**src/rlt_pkg.sv**
```systemverilog
`timescale 1ns / 1ps

package rlt_pkg;

  // Default table geometry
  localparam int unsigned DefTableDepth = 16;
  localparam int unsigned DefHandleBits = 16;

  // Request modes
  localparam logic MODE_RECORD = 1'b0;
  localparam logic MODE_REMOVE = 1'b1;

  // Result status codes
  typedef enum logic [2:0] {
    ST_OK           = 3'd0,
    ST_DUP          = 3'd1,
    ST_OVERLAP      = 3'd2,
    ST_FULL         = 3'd3,
    ST_NOTFOUND     = 3'd4,
    ST_OVL_NOTFOUND = 3'd5
  } rlt_status_e;

  // Outcome of the table scan
  typedef enum logic [1:0] {
    FIND_NONE = 2'd0,
    FIND_HIT  = 2'd1,
    FIND_OVL  = 2'd2
  } rlt_find_e;

  // Sequencer states
  typedef enum logic [2:0] {
    S_IDLE,
    S_RD,
    S_CMP,
    S_FIN,
    S_SH_RD,
    S_SH_WR,
    S_RESP
  } rlt_state_e;

  // Compare unit result
  typedef struct packed {
    logic hit;
    logic ovl;
  } rlt_match_t;

endpackage

```
**src/rlt_match.sv**
```systemverilog
`timescale 1ns / 1ps

module rlt_match
  import rlt_pkg::*;
#(
  parameter int unsigned HandleBits = DefHandleBits
) (
  input  logic [HandleBits-1:0] req_hdl_i,
  input  logic [31:0]           req_start_i,
  input  logic [31:0]           req_len_i,
  input  logic signed [33:0]    req_last_i,
  input  logic [HandleBits-1:0] ent_hdl_i,
  input  logic [31:0]           ent_start_i,
  input  logic [31:0]           ent_len_i,
  input  logic signed [33:0]    ent_last_i,
  output rlt_match_t            match_o
);

  logic signed [33:0] np;
  logic signed [33:0] es;
  logic               heq;
  logic               exact;
  logic               isect;

  // Inclusive bounds check; an empty span (hi below lo) never contains anything
  function automatic logic in_span(logic signed [33:0] x, logic signed [33:0] lo,
                                   logic signed [33:0] hi);
    in_span = (x >= lo) && (x <= hi);
  endfunction

  assign np = signed'({2'b00, req_start_i});
  assign es = signed'({2'b00, ent_start_i});

  // Only entries of the same owner take part
  assign heq   = (req_hdl_i == ent_hdl_i);
  assign exact = (req_start_i == ent_start_i) && (req_len_i == ent_len_i);
  assign isect = in_span(es, np, req_last_i) || in_span(ent_last_i, np, req_last_i) ||
                 in_span(np, es, ent_last_i) || in_span(req_last_i, es, ent_last_i);

  assign match_o.hit = heq && exact;
  assign match_o.ovl = heq && !exact && isect;

endmodule

```
**src/range_lock_table.sv**
```systemverilog
// Each request scans the table entries (up to TABLE_DEPTH) through a shared compare
// unit, reading an entry from the table memory (S_RD) and then comparing it (S_CMP);
// after a removal, the entries above the freed slot are moved down (S_SH_RD, S_SH_WR).
// One request at a time; a new request is taken once the previous one has reached
// the output register, so a stalled result holds off the next request. Reset empties
// the table at once (fill count).
`timescale 1ns / 1ps

module range_lock_table
  import rlt_pkg::*;
#(
  parameter int unsigned TABLE_DEPTH = DefTableDepth,
  parameter int unsigned HANDLE_BITS = DefHandleBits
) (
  input  logic        clk_i,
  input  logic        rst_ni,
  input  logic        in_valid_i,
  output logic        in_ready_o,
  input  logic        mode_i,
  input  logic [15:0] owner_handle_i,
  input  logic [31:0] range_start_i,
  input  logic [31:0] range_length_i,
  output logic        out_valid_o,
  input  logic        out_ready_i,
  output logic [2:0]  status_o,
  output logic [4:0]  lock_count_o
);

  localparam int unsigned IW = $clog2(TABLE_DEPTH);
  localparam int unsigned CW = $clog2(TABLE_DEPTH + 1);
  localparam int unsigned HW = HANDLE_BITS;

  // Table memory, one array per field, entries 0..count-1 valid
  logic [HW-1:0]      mem_hdl   [TABLE_DEPTH];
  logic [31:0]        mem_start [TABLE_DEPTH];
  logic [31:0]        mem_len   [TABLE_DEPTH];
  logic signed [33:0] mem_last  [TABLE_DEPTH];

  logic [HW-1:0]      rd_hdl_q;
  logic [31:0]        rd_start_q;
  logic [31:0]        rd_len_q;
  logic signed [33:0] rd_last_q;

  // Sequencer and request registers
  rlt_state_e         state_q, state_d;
  logic [IW-1:0]      idx_q, idx_d;
  logic [CW-1:0]      count_q, count_d;
  rlt_find_e          found_q, found_d;
  rlt_status_e        status_q, status_d;
  logic               mode_q;
  logic [HW-1:0]      hdl_q;
  logic [31:0]        start_q;
  logic [31:0]        len_q;
  logic signed [33:0] last_q;

  // Output register
  logic               out_valid_q, out_valid_d;
  rlt_status_e        out_status_q;
  logic [4:0]         out_count_q;
  logic               out_load;

  // Memory port controls
  logic               rd_en;
  logic [IW-1:0]      rd_addr;
  logic               wr_en;
  logic [IW-1:0]      wr_addr;
  logic [HW-1:0]      wr_hdl;
  logic [31:0]        wr_start;
  logic [31:0]        wr_len;
  logic signed [33:0] wr_last;

  logic               in_xfer;
  logic [CW-1:0]      idx_ext;
  rlt_match_t         match;

  assign in_xfer = in_valid_i && in_ready_o;
  assign idx_ext = CW'(idx_q);

  // Shared compare unit on the registered read data
  rlt_match #(
    .HandleBits(HW)
  ) u_match (
    .req_hdl_i  (hdl_q),
    .req_start_i(start_q),
    .req_len_i  (len_q),
    .req_last_i (last_q),
    .ent_hdl_i  (rd_hdl_q),
    .ent_start_i(rd_start_q),
    .ent_len_i  (rd_len_q),
    .ent_last_i (rd_last_q),
    .match_o    (match)
  );

  // Next state
  always_comb begin
    state_d = state_q;
    unique case (state_q)
      S_IDLE: begin
        if (in_xfer) begin
          state_d = (count_q == '0) ? S_FIN : S_RD;
        end
      end
      S_RD: state_d = S_CMP;
      S_CMP: begin
        if (match.hit || match.ovl || (idx_ext + 1'b1 == count_q)) begin
          state_d = S_FIN;
        end else begin
          state_d = S_RD;
        end
      end
      S_FIN: begin
        if (mode_q == MODE_REMOVE && found_q == FIND_HIT && idx_ext + 1'b1 < count_q) begin
          state_d = S_SH_RD;
        end else begin
          state_d = S_RESP;
        end
      end
      S_SH_RD: state_d = S_SH_WR;
      S_SH_WR: state_d = (idx_ext + 1'b1 < count_q) ? S_SH_RD : S_RESP;
      S_RESP: begin
        if (!out_valid_q || out_ready_i) begin
          state_d = S_IDLE;
        end
      end
      default: state_d = S_IDLE;
    endcase
  end

  // Datapath and memory controls
  always_comb begin
    idx_d       = idx_q;
    count_d     = count_q;
    found_d     = found_q;
    status_d    = status_q;
    in_ready_o  = 1'b0;
    out_load    = 1'b0;
    rd_en       = 1'b0;
    rd_addr     = idx_q;
    wr_en       = 1'b0;
    wr_addr     = idx_q;
    wr_hdl      = rd_hdl_q;
    wr_start    = rd_start_q;
    wr_len      = rd_len_q;
    wr_last     = rd_last_q;
    unique case (state_q)
      S_IDLE: begin
        in_ready_o = 1'b1;
        idx_d      = '0;
        found_d    = FIND_NONE;
      end
      S_RD: begin
        rd_en = 1'b1;
      end
      S_CMP: begin
        if (match.hit) begin
          found_d = FIND_HIT;
        end else if (match.ovl) begin
          found_d = FIND_OVL;
        end else if (idx_ext + 1'b1 != count_q) begin
          idx_d = idx_q + 1'b1;
        end
      end
      S_FIN: begin
        if (mode_q == MODE_RECORD) begin
          priority case (1'b1)
            found_q == FIND_HIT: status_d = ST_DUP;
            found_q == FIND_OVL: status_d = ST_OVERLAP;
            count_q == CW'(TABLE_DEPTH): status_d = ST_FULL;
            default: begin
              status_d = ST_OK;
              wr_en    = 1'b1;
              wr_addr  = count_q[IW-1:0];
              wr_hdl   = hdl_q;
              wr_start = start_q;
              wr_len   = len_q;
              wr_last  = last_q;
              count_d  = count_q + 1'b1;
            end
          endcase
        end else begin
          priority case (found_q)
            FIND_HIT: begin
              status_d = ST_OK;
              count_d  = count_q - 1'b1;
            end
            FIND_OVL: status_d = ST_OVL_NOTFOUND;
            default:  status_d = ST_NOTFOUND;
          endcase
        end
      end
      S_SH_RD: begin
        rd_en   = 1'b1;
        rd_addr = idx_q + 1'b1;
      end
      S_SH_WR: begin
        // Close the gap: entry idx+1 moves down to idx
        wr_en = 1'b1;
        idx_d = idx_q + 1'b1;
      end
      S_RESP: begin
        out_load = !out_valid_q || out_ready_i;
      end
      default: ;
    endcase
  end

  assign out_valid_d = out_load ? 1'b1 : (out_valid_q && !out_ready_i);

  // Control registers
  always_ff @(posedge clk_i or negedge rst_ni) begin
    if (!rst_ni) begin
      state_q     <= S_IDLE;
      idx_q       <= '0;
      count_q     <= '0;
      found_q     <= FIND_NONE;
      out_valid_q <= 1'b0;
    end else begin
      state_q     <= state_d;
      idx_q       <= idx_d;
      count_q     <= count_d;
      found_q     <= found_d;
      out_valid_q <= out_valid_d;
    end
  end

  // Request capture and result payload
  always_ff @(posedge clk_i) begin
    status_q <= status_d;
    if (in_xfer) begin
      mode_q  <= mode_i;
      hdl_q   <= HW'(owner_handle_i);
      start_q <= range_start_i;
      len_q   <= range_length_i;
      last_q  <= signed'({2'b00, range_start_i} + {2'b00, range_length_i} - 34'd1);
    end
    if (out_load) begin
      out_status_q <= status_q;
      out_count_q  <= 5'(count_q);
    end
  end

  // Table memory: one write port, one registered read port
  always_ff @(posedge clk_i) begin
    if (wr_en) begin
      mem_hdl[wr_addr]   <= wr_hdl;
      mem_start[wr_addr] <= wr_start;
      mem_len[wr_addr]   <= wr_len;
      mem_last[wr_addr]  <= wr_last;
    end
    if (rd_en) begin
      rd_hdl_q   <= mem_hdl[rd_addr];
      rd_start_q <= mem_start[rd_addr];
      rd_len_q   <= mem_len[rd_addr];
      rd_last_q  <= mem_last[rd_addr];
    end
  end

  assign out_valid_o  = out_valid_q;
  assign status_o     = out_status_q;
  assign lock_count_o = out_count_q;

`ifndef ASSERT_OFF
  // Fill count never exceeds the table
  a_count_bound: assert property (@(posedge clk_i) disable iff (!rst_ni)
    count_q <= CW'(TABLE_DEPTH))
    else $error("lock count above table depth");

  // Fill count only changes when a request is decided
  a_count_change: assert property (@(posedge clk_i) disable iff (!rst_ni)
    (count_q != $past(count_q)) |-> ($past(state_q) == S_FIN))
    else $error("lock count changed outside decision step");

  // Gap closing never reads past the last held entry
  a_shift_range: assert property (@(posedge clk_i) disable iff (!rst_ni)
    (state_q == S_SH_RD) |-> (idx_ext < count_q))
    else $error("shift index beyond held entries");
`endif

endmodule
```
**config.mk**
```make
export PLATFORM = sky130hd
export DESIGN_NAME = range_lock_table
export DESIGN_NICKNAME = d
export VERILOG_FILES = /design/src/rlt_pkg.sv /design/src/rlt_match.sv /design/src/range_lock_table.sv
export SDC_FILE = /design/constraint.sdc
export NUM_CORES = 2
export LEC_CHECK = 0
export BUFFER_PORTS_ARGS = -buffer_cell sky130_fd_sc_hd__buf_2
export CORE_UTILIZATION = 55
export DETAILED_ROUTE_END_ITERATION = 16
export PLACE_DENSITY = 0.71
export SYNTH_ARGS = -nofsm -noshare
export SYNTH_HDL_FRONTEND = slang
export SYNTH_SLANG_ARGS = --single-unit
```
**constraint.sdc**
```tcl
create_clock -name clk_i -period 8.1 [get_ports clk_i]
set_clock_uncertainty 0.1 [all_clocks]
set_input_delay 0.81 -clock clk_i [delete_from_list [all_inputs] [get_ports clk_i]]
set_output_delay 0.81 -clock clk_i [all_outputs]
set_load 0.05 [all_outputs]
```
==> results.sh <==
export IMPL_vdd_drop_max_uv=305
export IMPL_max_freq_mhz=214
export IMPL_async_flop_share_pct=0.722
export IMPL_synth_seq_cells=2079
export IMPL_max_stage_delay_ps=850
export IMPL_critPathCaptureType="flip-flop"
export IMPL_fp_dieW_um=392
export IMPL_power_leakage_uw=0.0314
export IMPL_cpLargestDelayFamily="buffers and inverters"
export IMPL_final_min_clock_period_ps=4660
export IMPL_fin_ws_ps=3440
export IMPL_p_comb_share_pct=27.9
export IMPL_rows=142
export IMPL_r2r_cells=8
export IMPL_seqPwrFrac_pct=44.8
export IMPL_placed_cell_area_sq_um=87600
export IMPL_fin_area_sq_um=94100
export IMPL_switching_share_pct=29.3
export IMPL_yosysWarnings=0
export IMPL_rsz0062_at_grt="no"
export IMPL_cts_inserted_buffers=199
export IMPL_avgViaCountPerCell=6.37
export IMPL_dpl_hpwl_um=103000
export IMPL_clk_latency_ps=820
export IMPL_hold_viol_final=0
export IMPL_start_kind="flip-flop"
export IMPL_cpMostUsedCell="buf_4"
export IMPL_post_route_util_pct=62.4
export IMPL_io_pins=95
export IMPL_yosysMostFrequentCell="edfxtp_1"
export IMPL_clk_path_buf_depth=3
export IMPL_vias=40900
export IMPL_start_util_pct=55.7
export IMPL_yosys_top_cells_count="edfxtp_1, mux4_2, inv_1, ha_1, nand2_1"
export IMPL_multiInputGateArea_sq_um=20300
export IMPL_finalSetupViolCount=0
export IMPL_syn_area_per_cell_sq_um=21.2
export IMPL_cts_root_buffer_cell="clkbuf_16"
export IMPL_arrival_ps=5070
export IMPL_drive_above_1_share_pct=26.2
export IMPL_relSlewSlack_pct=12.6
export IMPL_drtAntennaViolNets=0
export IMPL_fin_nets=4517
export IMPL_grt_start_max_net_pins=124
export IMPL_slowest_stage="buf_4"
export IMPL_tritoncts="done"
export IMPL_clkPwrFrac_pct=27.3
export IMPL_grt_pass1_wl_um=284000
export IMPL_die_h_um=392
export IMPL_routedWlPerCell_um=30.7
export IMPL_fp_coreArea_sq_um=151000
export IMPL_path_clk_slew_ps=60
export IMPL_regArea_sq_um=62400
export IMPL_nFillCells=10200
export IMPL_syn_nets=4249
export IMPL_critical_path_max_fanout=72
export IMPL_gr_total_overflow=0
export IMPL_status="finished clean"
export IMPL_yosys_top_cells_area="edfxtp_1, mux4_2, ha_1, inv_1, xnor2_1"
export IMPL_maxCapViolCount=0
export IMPL_rr_startpoint="count_q[0]"
export IMPL_drt_iter0_markers=4785
export IMPL_antenna_found_initial=24
export IMPL_synth_top_area_share_pct=73.9
export IMPL_period_share_pct=57.6
export IMPL_switchingPower_uw=9800
export IMPL_drv_slew=0
export IMPL_area_growth_pct=12.2
export IMPL_drcViolationCount=0
export IMPL_ys_types=70
export IMPL_gp_congestion=0.931
export IMPL_grt_pass1_vias=40800
export IMPL_numClockSinks=2079
export IMPL_yosysTopAreaCell="edfxtp_1"
export IMPL_path_cells="nor4_1 > and2_1 > nor4_1 > and2_4 > buf_4 > buf_4 > buf_4 > mux2_2"
export IMPL_required_ps=8510
export IMPL_path_class="flip-flop to flip-flop"
export IMPL_dp_slack_ps=3190
export IMPL_whs_endpoint="hdl_q[4]"
export IMPL_cts_max_level=4
export IMPL_detail_route_first_pass_iterations=6
export IMPL_hold_class="input port to flip-flop"
export IMPL_rr_endpoint="mem_hdl[7][1]"
export IMPL_rrSetupSlack_ps=3440
export IMPL_synth_edf_count=2064
export IMPL_min_from="owner_handle_i[4]"
export IMPL_tns_ps=0
export IMPL_seq_area_frac_synth_pct=74.4
export IMPL_tightest_slew_ps=1310
export IMPL_grtUsageTotal_pct=26.1
export IMPL_p_int_uw=23700
export IMPL_synthCells=3960
export IMPL_path_buf_inv=3
export IMPL_p_per_area_nw_per_um2=356
export IMPL_hold_depth=1
export IMPL_die_area_sq_um=154000
export IMPL_syn_area_sq_um=83900
export IMPL_numPortBuffers=94
export IMPL_ys_flop_type="edfxtp_1"
export IMPL_drt_total_wl_um=197000
-- logic make-up after synthesis --
family	Yosys count	synth area share (%)
buf+inv	370	1.70
mux	621	16.0
xor+xnor	88	0.919
flops	2079	74.4
simple gates	311	1.85
fa+ha+maj	205	3.07
compound gates	286	2.11
-- worst reg2reg max path, cell delays in order, from the launching register on --
cell	delay [ps]
dfrtp_1	510
nor4_1	130
and2_1	200
nor4_1	390
and2_4	400
buf_4	550
buf_4	860
buf_4	680
mux2_2	540
-- power groups by stage --
stage / combinational [uW] / sequential (uW) / clock (uW)
2_1_floorplan: 6500 / 15200 / 0
3_3_place_gp: 9110 / 15200 / 0
3_5_place_dp: 9300 / 15200 / 0
4_1_cts: 9360 / 15000 / 9260
5_1_grt: 10000 / 15000 / 9650
6_report: 9330 / 15000 / 9150
-- what timing repair did --
action                    CTS  global route
setup buffers               0             0
gates resized for setup     0             0
hold buffers                1             0
hold endpoints to repair   15             0
-- metrics by stage --
| step | cells | hold WS [ps] | power (uW) |
|---|---|---|---|
| global route | 6416 | 28.7 | 34700 |
| global placement | 6042 | 305 | 24300 |
| finish | 6425 | 54.9 | 33500 |
| floorplan | 3960 | 300 | 21700 |
| CTS | 6416 | 4.44 | 33600 |
| detailed placement | 6042 | 315 | 24500 |
-- cell usage in the layout, fill, tap and decap left out, types with 11 or more instances in the layout --
cell type,count
ha_1,202
nand3_1,17
clkbuf_1,47
o21ai_0,109
a21o_1,28
buf_4,102
edfxtp_1,2064
buf_12,22
a211oi_1,13
nor2_1,39
nand2_1,113
a21oi_1,65
nor3_1,15
mux4_2,570
nand4_1,47
clkinv_1,45
nor4_1,11
inv_1,218
bufinv_16,17
clkinv_2,41
mux2_2,50
clkbuf_16,200
buf_2,94
nor2_4,17
xnor2_1,72
xor2_1,13
dfrtp_1,15
-- worst max-delay path by stage --
stage | endpoint | cells past startpoint | startpoint | slack, ps
6_report | mem_hdl[7][1] | 8 | count_q[0] | 3440
5_1_grt | mem_hdl[15][1] | 8 | count_q[0] | 3190
4_1_cts | mem_hdl[5][1] | 8 | count_q[0] | 3440
3_5_place_dp | last_q[31] | 16 | range_length_i[1] | 3190
3_3_place_gp | last_q[25] | 17 | range_length_i[1] | 3340
2_1_floorplan | mem_hdl[2][0] | 9 | count_q[0] | 710
-- per-layer routing --
metal	wire length, um	vias up	track usage (%)
met1	77800	21600	37.8
met3	20500	329	6.18
met5	216	-	0
met2	93500	2028	40.0
met4	5010	34	7.32
li1	-	17000	-
-- final cells by class --
| type | count | share of cell area, % |
|---|---|---|
| multi-input combinational | 1511 | 21.5 |
| antenna | 9 | 0.0239 |
| tap | 2016 | 2.68 |
| timing repair buffer | 219 | 1.79 |
| sequential | 2079 | 66.3 |
| clock buffer | 247 | 5.51 |
| inverter | 218 | 0.870 |
| clock inverter | 126 | 1.31 |
-- flip-flops by register name, indices dropped and copies added, names as in the netlist, 16 cells and up --
signal,count
mem_hdl,256
rd_len_q,32
len_q,32
mem_len,512
rd_hdl_q,16
mem_last,544
rd_last_q,34
hdl_q,16
rd_start_q,32
start_q,32
mem_start,512
last_q,34
No activity file was read; power rests on OpenSTA's default activity.
